**src/rtl/stbs_pkg.sv**
```systemverilog
`default_nettype none

package stbs_pkg;

   // Fixed field widths of the channels
   localparam int REQ_INDEX_W     = 10;
   localparam int REQ_VALUE_W     = 32;
   localparam int RSP_INDEX_W     = 10;
   localparam int CFG_COUNT_W     = 11;
   localparam int CSR_INDEX_W     = 1;
   localparam int CSR_DATA_W      = 11;

   // Default sizing
   localparam int DEF_TABLE_DEPTH = 1024;
   localparam int DEF_KEY_WIDTH   = 32;

   // Item function codes
   localparam logic FUNC_WRITE    = 1'b0;
   localparam logic FUNC_SEARCH   = 1'b1;

   // Configuration register indexes
   localparam logic [CSR_INDEX_W-1:0] CSR_ENTRY_COUNT = 1'b0;
   localparam logic [CSR_INDEX_W-1:0] CSR_SIGNED_MODE = 1'b1;

   // Key memory port controls
   typedef struct packed {
      logic wr_en;
      logic rd_en;
   } mem_ctl_type;

endpackage : stbs_pkg

`default_nettype wire

```
**src/rtl/stbs_search_ctrl.sv**
```systemverilog
`default_nettype none

module stbs_search_ctrl
   import stbs_pkg::*;
#(
   parameter int TABLE_DEPTH = DEF_TABLE_DEPTH,
   parameter int KEY_WIDTH   = DEF_KEY_WIDTH,
   localparam int ADDR_W     = $clog2(TABLE_DEPTH)
) (
   input  wire logic                   clock,
   input  wire logic                   reset,
   // request
   input  wire logic                   req_valid,
   output logic                        req_ready,
   input  wire logic                   req_func,
   input  wire logic [REQ_INDEX_W-1:0] req_index,
   input  wire logic [REQ_VALUE_W-1:0] req_value,
   // response
   output logic                        rsp_valid,
   input  wire logic                   rsp_ready,
   output logic                        rsp_found,
   output logic      [RSP_INDEX_W-1:0] rsp_match_index,
   // configuration
   input  wire logic [CFG_COUNT_W-1:0] entry_count,
   input  wire logic                   signed_mode,
   // key memory
   output mem_ctl_type                 mem_ctl,
   output logic      [ADDR_W-1:0]      mem_addr,
   output logic      [KEY_WIDTH-1:0]   mem_wr_data,
   input  wire logic [KEY_WIDTH-1:0]   mem_rd_data
);

   localparam int CNT_W = $clog2(TABLE_DEPTH + 1);
   localparam int CMP_W = (CNT_W > CFG_COUNT_W) ? CNT_W : CFG_COUNT_W;
   localparam int SUM_W = CNT_W + 1;

   localparam logic [1:0] ST_IDLE  = 2'd0;
   localparam logic [1:0] ST_PROBE = 2'd1;
   localparam logic [1:0] ST_DONE  = 2'd2;

   logic [1:0]           state_ff, state_in;
   logic [CNT_W-1:0]     low_ff, low_in;
   logic [CNT_W-1:0]     high_ff, high_in;
   logic [ADDR_W-1:0]    probe_ff, probe_in;
   logic [KEY_WIDTH-1:0] key_ff, key_in;
   logic                 hit_ff, hit_in;
   logic                 rsp_valid_ff, rsp_valid_in;
   logic                 rsp_found_ff, rsp_found_in;
   logic [RSP_INDEX_W-1:0] rsp_index_ff, rsp_index_in;

   logic                 accept;
   logic [CNT_W-1:0]     count_sat;
   logic [KEY_WIDTH-1:0] sign_mask;
   logic [KEY_WIDTH-1:0] entry_ord;
   logic [KEY_WIDTH-1:0] key_ord;
   logic [CNT_W-1:0]     probe_w;
   logic [CNT_W-1:0]     probe_p1;
   logic [SUM_W-1:0]     sum_first;
   logic [SUM_W-1:0]     sum_gt;
   logic [SUM_W-1:0]     sum_lt;
   logic                 slot_free;
   logic                 index_ok;

   assign req_ready = (state_ff == ST_IDLE) && !reset;
   assign accept    = req_valid && req_ready;
   assign slot_free = !rsp_valid_ff || rsp_ready;

   assign count_sat = (CMP_W'(entry_count) > CMP_W'(TABLE_DEPTH)) ?
                      CNT_W'(TABLE_DEPTH) : CNT_W'(entry_count);
   assign index_ok  = CMP_W'(req_index) < CMP_W'(TABLE_DEPTH);

   // Signed order maps onto unsigned order by flipping the sign bit
   assign sign_mask = signed_mode ? (KEY_WIDTH'(1) << (KEY_WIDTH - 1)) : '0;
   assign entry_ord = mem_rd_data ^ sign_mask;
   assign key_ord   = key_ff ^ sign_mask;

   assign probe_w   = CNT_W'(probe_ff);
   assign probe_p1  = probe_w + CNT_W'(1);
   assign sum_first = SUM_W'(count_sat);
   assign sum_gt    = SUM_W'(low_ff) + SUM_W'(probe_w);
   assign sum_lt    = SUM_W'(probe_p1) + SUM_W'(high_ff);

   always_comb begin
      state_in     = state_ff;
      low_in       = low_ff;
      high_in      = high_ff;
      probe_in     = probe_ff;
      key_in       = key_ff;
      hit_in       = hit_ff;
      rsp_valid_in = rsp_valid_ff && !rsp_ready;
      rsp_found_in = rsp_found_ff;
      rsp_index_in = rsp_index_ff;
      mem_ctl      = '0;
      mem_addr     = ADDR_W'(req_index);
      mem_wr_data  = KEY_WIDTH'(req_value);

      case (state_ff)
         ST_IDLE: begin
            if (accept) begin
               if (req_func == FUNC_WRITE) begin
                  mem_ctl.wr_en = index_ok;
               end else begin
                  key_in  = KEY_WIDTH'(req_value);
                  low_in  = '0;
                  high_in = count_sat;
                  hit_in  = 1'b0;
                  if (count_sat != '0) begin
                     probe_in     = ADDR_W'(sum_first >> 1);
                     mem_addr     = ADDR_W'(sum_first >> 1);
                     mem_ctl.rd_en = 1'b1;
                     state_in     = ST_PROBE;
                  end else begin
                     state_in = ST_DONE;
                  end
               end
            end
         end
         ST_PROBE: begin
            // entry of the last probe is on the read port; issue the next one now
            if (entry_ord > key_ord) begin
               high_in = probe_w;
               if (probe_w > low_ff) begin
                  probe_in      = ADDR_W'(sum_gt >> 1);
                  mem_addr      = ADDR_W'(sum_gt >> 1);
                  mem_ctl.rd_en = 1'b1;
               end else begin
                  state_in = ST_DONE;
               end
            end else if (entry_ord < key_ord) begin
               low_in = probe_p1;
               if (high_ff > probe_p1) begin
                  probe_in      = ADDR_W'(sum_lt >> 1);
                  mem_addr      = ADDR_W'(sum_lt >> 1);
                  mem_ctl.rd_en = 1'b1;
               end else begin
                  state_in = ST_DONE;
               end
            end else begin
               hit_in   = 1'b1;
               state_in = ST_DONE;
            end
         end
         ST_DONE: begin
            if (slot_free) begin
               rsp_valid_in = 1'b1;
               rsp_found_in = hit_ff;
               rsp_index_in = hit_ff ? RSP_INDEX_W'(probe_ff) : '0;
               state_in     = ST_IDLE;
            end
         end
         default: begin
            state_in = ST_IDLE;
         end
      endcase
   end

   always_ff @(posedge clock) begin
      if (reset) begin
         state_ff     <= ST_IDLE;
         rsp_valid_ff <= 1'b0;
      end else begin
         state_ff     <= state_in;
         rsp_valid_ff <= rsp_valid_in;
      end
   end

   always_ff @(posedge clock) begin
      low_ff       <= low_in;
      high_ff      <= high_in;
      probe_ff     <= probe_in;
      key_ff       <= key_in;
      hit_ff       <= hit_in;
      rsp_found_ff <= rsp_found_in;
      rsp_index_ff <= rsp_index_in;
   end

   assign rsp_valid       = rsp_valid_ff;
   assign rsp_found       = rsp_found_ff;
   assign rsp_match_index = rsp_index_ff;

endmodule : stbs_search_ctrl

`default_nettype wire

```
**config.mk**
```make
export PLATFORM = sky130hd
export DESIGN_NAME = stbs_search_ctrl
export DESIGN_NICKNAME = d
export VERILOG_FILES = /design/src/rtl/stbs_pkg.sv /design/src/rtl/stbs_search_ctrl.sv
export SDC_FILE = /design/constraint.sdc
export NUM_CORES = 1
export LEC_CHECK = 0
export ABC_AREA = 1
export BUFFER_PORTS_ARGS = -buffer_cell sky130_fd_sc_hd__buf_2
export CORE_MARGIN = 4
export CORE_UTILIZATION = 45
export DETAILED_ROUTE_END_ITERATION = 16
export PLACE_DENSITY_LB_ADDON = 0.3
export SLEW_MARGIN = 0
export SYNTH_ARGS = -nofsm -noshare
export SYNTH_HDL_FRONTEND = slang
export SYNTH_SLANG_ARGS = --single-unit
```
**constraint.sdc**
```tcl
create_clock -name clock -period 3.7 [get_ports clock]
set_clock_uncertainty 0.2 [all_clocks]
set_input_delay 0.74 -clock clock [delete_from_list [all_inputs] [get_ports clock]]
set_output_delay 0.74 -clock clock [all_outputs]
set_load 0.02 [all_outputs]
```
---- Word level (Yosys, flattened, before mapping) ----
Index checks and enable logic that the tools add are counted.
operators by class
  equality and inequality tests ........... 15
  reduce and logical (&&, ||, !) cells .... 17
  multiplexer cells ....................... 53
  magnitude comparators ................... 5
  bitwise gates (word level) .............. 2
  add/sub/neg operators ................... 3
operators with widths
  operator                 number
  $mux W10                 14
  $mux W11                 8
  $xor A32 B32 Y32         2
  $pmux W11 S2             2
  $pmux W10 S2             2
  $gt A32 B32 Y1           1
  $lt A32 B32 Y1           1
  $mux W32                 1
  $mux W2                  9
  $reduce_and A5 Y1        3
  $mux W1                  14
  $ne A2 B2 Y1 const B     7
  $ne A3 B3 Y1 const B     4
  $add A10 B1 Y11 const B  1
  $add A11 B10 Y11         1
  $add A11 B11 Y11         1
  $gt A10 B11 Y1           1
  $gt A11 B11 Y1           1
  $gt A11 B11 Y1 const B   1
  $reduce_bool A11 Y1      1
  $reduce_and A7 Y1        1
  $pmux W2 S3              1
  $ne A4 B4 Y1 const B     1
  $pmux W1 S2              2
  other kinds (11)         15
storage, ports and cells
  logic and storage cells ................. 104
  bits of input ports ..................... 91
  output and inout bits ................... 57
  register bits after elaboration ......... 79

---- Longest topological paths before layout ----
  depth after elaboration ................. 7
  depth in mapped cells ................... 26

---- Least setup slack after synthesis ----
OpenSTA, ideal clock, no wires.
  path kind ............................... flip-flop to output port
  from .................................... register probe_ff[1]
  to ...................................... output port mem_addr[0]
  stages on the path, launching flop included .. 23
  setup slack ............................. -0.072 ns
  arrival ................................. 2.832 ns
  data required time ...................... 2.760 ns
  cells stage by stage .................... edfxtp_1 -> ha_1 -> nand2_1 -> nor2_1 -> inv_1 -> nor2_1 -> inv_1 -> nor2_1 -> inv_1 -> nor2_1 -> inv_1 -> nand2_1 -> inv_1 -> ha_1 -> inv_1 -> nand2_1 -> nor2_1 -> nand4_1 -> nand2_4 -> nor2_4 -> a21oi_1 -> nand2_1 -> o21ai_1
between the ends
  longest elaborated chain between the ends .. 6
  elaborated cells between the ends (all ways) .. 10
  classes of those cells .................. 3 x add/sub; 2 x order compare; 5 x mux
ends and longest elaborated chain
  item                    line                     source
  from (decl)             stbs_search_ctrl.sv:44   logic [ADDR_W-1:0] probe_ff, probe_in;
  from (signal assigned)  stbs_search_ctrl.sv:170  probe_ff <= probe_in;
  $add A10 B1 Y11         stbs_search_ctrl.sv:78   assign probe_p1 = probe_w + CNT_W'(1);
  named net probe_p1[8]   stbs_search_ctrl.sv:57   logic [CNT_W-1:0] probe_p1;
  $gt A11 B11 Y1          stbs_search_ctrl.sv:131  if (high_ff > probe_p1) begin
  $mux W10                stbs_search_ctrl.sv:131
  $mux W10                stbs_search_ctrl.sv:129  end else if (entry_ord < key_ord) begin
  $mux W10                stbs_search_ctrl.sv:120  if (entry_ord > key_ord) begin
  $pmux W10 S2            stbs_search_ctrl.sv:97   case (state_ff)
  to (decl)               stbs_search_ctrl.sv:28   output logic [ADDR_W-1:0] mem_addr,
The timed path passes the listed nets, and every way through them passes these cells.

---- Worst setup path after layout ----
  from .................................... register probe_ff[0]
  to ...................................... output port mem_addr[9]
between the ends
  longest elaborated chain between the ends .. 6
  elaborated cells between the ends (all ways) .. 10
  classes of those cells .................. 3 x add/sub; 2 x order compare; 5 x mux
ends and longest elaborated chain
  item                                                       line
  $add A10 B1 Y11 *                                          stbs_search_ctrl.sv:78
  named net probe_p1[8]                                      stbs_search_ctrl.sv:57
  $add A11 B11 Y11 / $gt A11 B11 Y1 (equally long branches)  stbs_search_ctrl.sv:81, stbs_search_ctrl.sv:131
  $mux W10 *                                                 stbs_search_ctrl.sv:131
  $mux W10 *                                                 stbs_search_ctrl.sv:129
  $mux W10 *                                                 stbs_search_ctrl.sv:120
  $pmux W10 S2 *                                             stbs_search_ctrl.sv:97
Mark *: on every way through the listed nets, which the timed path passes. The rest lies on a longest branch.

==> run metrics <==
status=finished, violations left; violated checks=setup timing; number of synthesized flops with an enable pin=76; clock-pin slew on the worst setup and hold paths=0.06 ns; Synth Instances=820; Hold Path Cell Cnt=4; Worst IR Drop VDD=190 µV; Crit Path Class=flip-flop to primary output; min setup slack post-route=-0.445 ns; worst-path fanout max=3; Final setup viols=11; worst-path cell chain=ha_2, nand2_2, nor2_1, inv_1, nor2_1, inv_1, nor2_2, inv_2, buf_6, o21ai_2, nand2_2, inv_2, ha_4, buf_4, nand3_1, nand4_1, xor2_1, buf_4, or2_0, nand3_2, nand2_2, buf_6; all-layer global routing usage=22.7%; initial drt markers=519; Ys Warns=0; grt ovf=0; Routed Antenna Nets=0; Worst path depth=22; IO Count=148; CP bufs+invs=8; Critical Path Max Stage Delay=0.36 ns; TritonCTS clock tree=built; CTS Sinks=79; final hold viol count=0; reg2reg path depth=26; share of the synthesized area in the top cell type=35.0%; vias per cell=5.20; WP data arrival=3.21 ns; crit end category=primary output; crit path max-delay cell type=edfxtp_1; Port-buffer cells=147; maxcap violations=0; Area contributors post-synth=edfxtp_1 35%, ha_1 14%, nand2_1 11%; CP Data Required Time=2.76 ns; flops & latches, synth=79; DRC=0; global-route wire length before repair=29,000 µm; Power Density=331 nW/µm²; layout cells sized above 1=31.7%; Post-Route WL=18,700 µm; Distinct cells, synth=45; final worst-path cycle share=112%; Min Hold Slack=0.369 ns; multi-input logic area=3610 µm²; register area=2340 µm²; CTS Buf Count=9; total number of H-tree levels=3; r2r setup slk=0.32 ns; synthesized area=6510 µm²; post-synth top area cell=edfxtp_1; antenna violations before repair=0; Post-synth top cells=186 x nand2_1, 142 x inv_1, 76 x edfxtp_1; startpoint types=flip-flop; Root Buffer=clkbuf_16; leakage=4.18 nW; Fin Setup TNS=-4.31 ns; sequential element share of the synthesized area=36.0%; delay-heaviest family, CP=simple AND/OR/NAND/NOR gates; # rows=43; number of diodes=0; Slew headroom=36.4%; Synth Flop Type=edfxtp_1; Avg Synthesized Cell Area=7.94 µm²; CTS max path bufs=2; Pins Over Slew Limit=0; via count=6,138; Mapped Nets=988; fin crit period=4.15 ns; async set or reset register ratio after synthesis=0%; Hold Path Class=flip-flop to flip-flop; DRT Pass-1 Iters=5; RePlAce Congestion=0.970; Layout fillers=1,290; Initial Utilization=46.4%; width of the die=128 µm; crit-path most repeated cell=nand2_2; wire per inst=15.8 µm; worst-skew pair later-pin latency=0.35 ns; Tightest Pin Transition=0.950 ns; Post-CTS Hold Fix Bufs=0; core area=14,000 µm²; RSZ-0062 raised after global routing=yes; hpwl dp=14,800 µm; area delta synth->final=27.6%; die area=16,500 µm²; Fmax=241 MHz; vias in the first global route=5,764; largest net degree at the start of global routing=36; Die Y=128 µm; NumNets Final=1,163; most common cell in the netlist=nand2_1
## power by group
group	leakage (nW)	switching [mW]	internal (mW)
logic	3.30	0.493	0.317
clock network	0.143	0.377	0.526
registers	0.730	0.0177	1.02
total	4.18	0.888	1.86
## routing by layer
| layer | vias up | GRT usage [%] | wire (µm) |
|---|---|---|---|
| met4 | 0 | 8.61 | 545 |
| li1 | 2989 | - | - |
| met2 | 270 | 37.1 | 8900 |
| met3 | 45 | 4.21 | 1550 |
| met5 | - | 0 | 0 |
| met1 | 2834 | 29.9 | 7700 |
## area by class of cell
cell class                 count  area share (%)
clock buffer                  10            2.76
clock inverter                 6           0.828
inverter                     152            6.96
multi-input combinational    547            43.4
sequential                    79            28.2
tap                          180            2.71
timing repair buffer         206            15.2
## cell usage in the layout (no fill, tap or decap), types with 3 or more instances in the layout
cell type	count
a21o_1	3
a21oi_1	34
a21oi_2	8
a31oi_1	4
buf_2	136
buf_4	58
buf_6	11
clkbuf_16	9
dfxtp_1	3
edfxtp_1	76
ha_1	66
ha_2	3
ha_4	6
inv_1	137
inv_2	12
nand2_1	169
nand2_2	21
nand2_4	6
nand3_1	36
nand3_2	7
nand3b_1	3
nand4_1	15
nor2_1	61
nor2_2	5
nor2_4	6
nor3_1	3
nor3_2	4
nor3_4	3
o211ai_1	3
o21ai_0	29
o21ai_1	9
o21ai_2	3
xnor2_1	4
xor2_1	11
xor2_2	3
## tightest hold or removal path, cell delays in order, from the launching register on
cell,delay [ns]
dfxtp_1,0.31
inv_1,0.05
nor2_1,0.04
inv_1,0.06
a21oi_1,0.06
## sequential cells by signal, indices dropped and copies added (netlist names)
signal / cells
rsp_match_index: 10
hit_ff: 1
state_ff: 2
key_ff: 32
rsp_found: 1
low_ff: 11
probe_ff: 10
rsp_valid: 1
high_ff: 11
## final timing paths
path,start,to
worst min-delay path,rsp_valid,rsp_valid
worst max register to register,probe_ff[0],probe_ff[8]
worst max-delay path,probe_ff[0],mem_addr[9]
worst min register to register,rsp_valid,rsp_valid
## cell families (layout without fill, tap and decap cells)
group / Yosys count / in the layout / synth area share, %
adder cells (fa/ha/maj): 77 / 77 / 15.0
flip-flops: 79 / 79 / 36.0
AND/OR/NAND/NOR: 344 / 345 / 23.9
XOR/XNOR: 19 / 19 / 2.55
buffers and inverters: 195 / 374 / 13.4
AO/OA/AOI/OAI: 106 / 106 / 9.09
## stage by stage
stage	power (mW)	worst slack, ns	util (%)	instance area (µm²)	cells
floorplan	1.51	0.000894	-	6530	820
global placement	1.77	-0.189	54.2	7610	1158
detailed placement	1.78	-0.223	54.2	7610	1158
CTS	2.72	-0.474	57.5	8080	1179
global route	2.89	-0.588	59.2	8310	1180
finish	2.75	-0.445	59.2	8310	1180
## what timing repair did
action	CTS	global route
resized for setup	41	48
setup buffers	4	1
endpoints found under the setup margin	11	11
pin swaps	17	17
gates cloned	1	0
No activity file was read; power rests on OpenSTA's default activity.
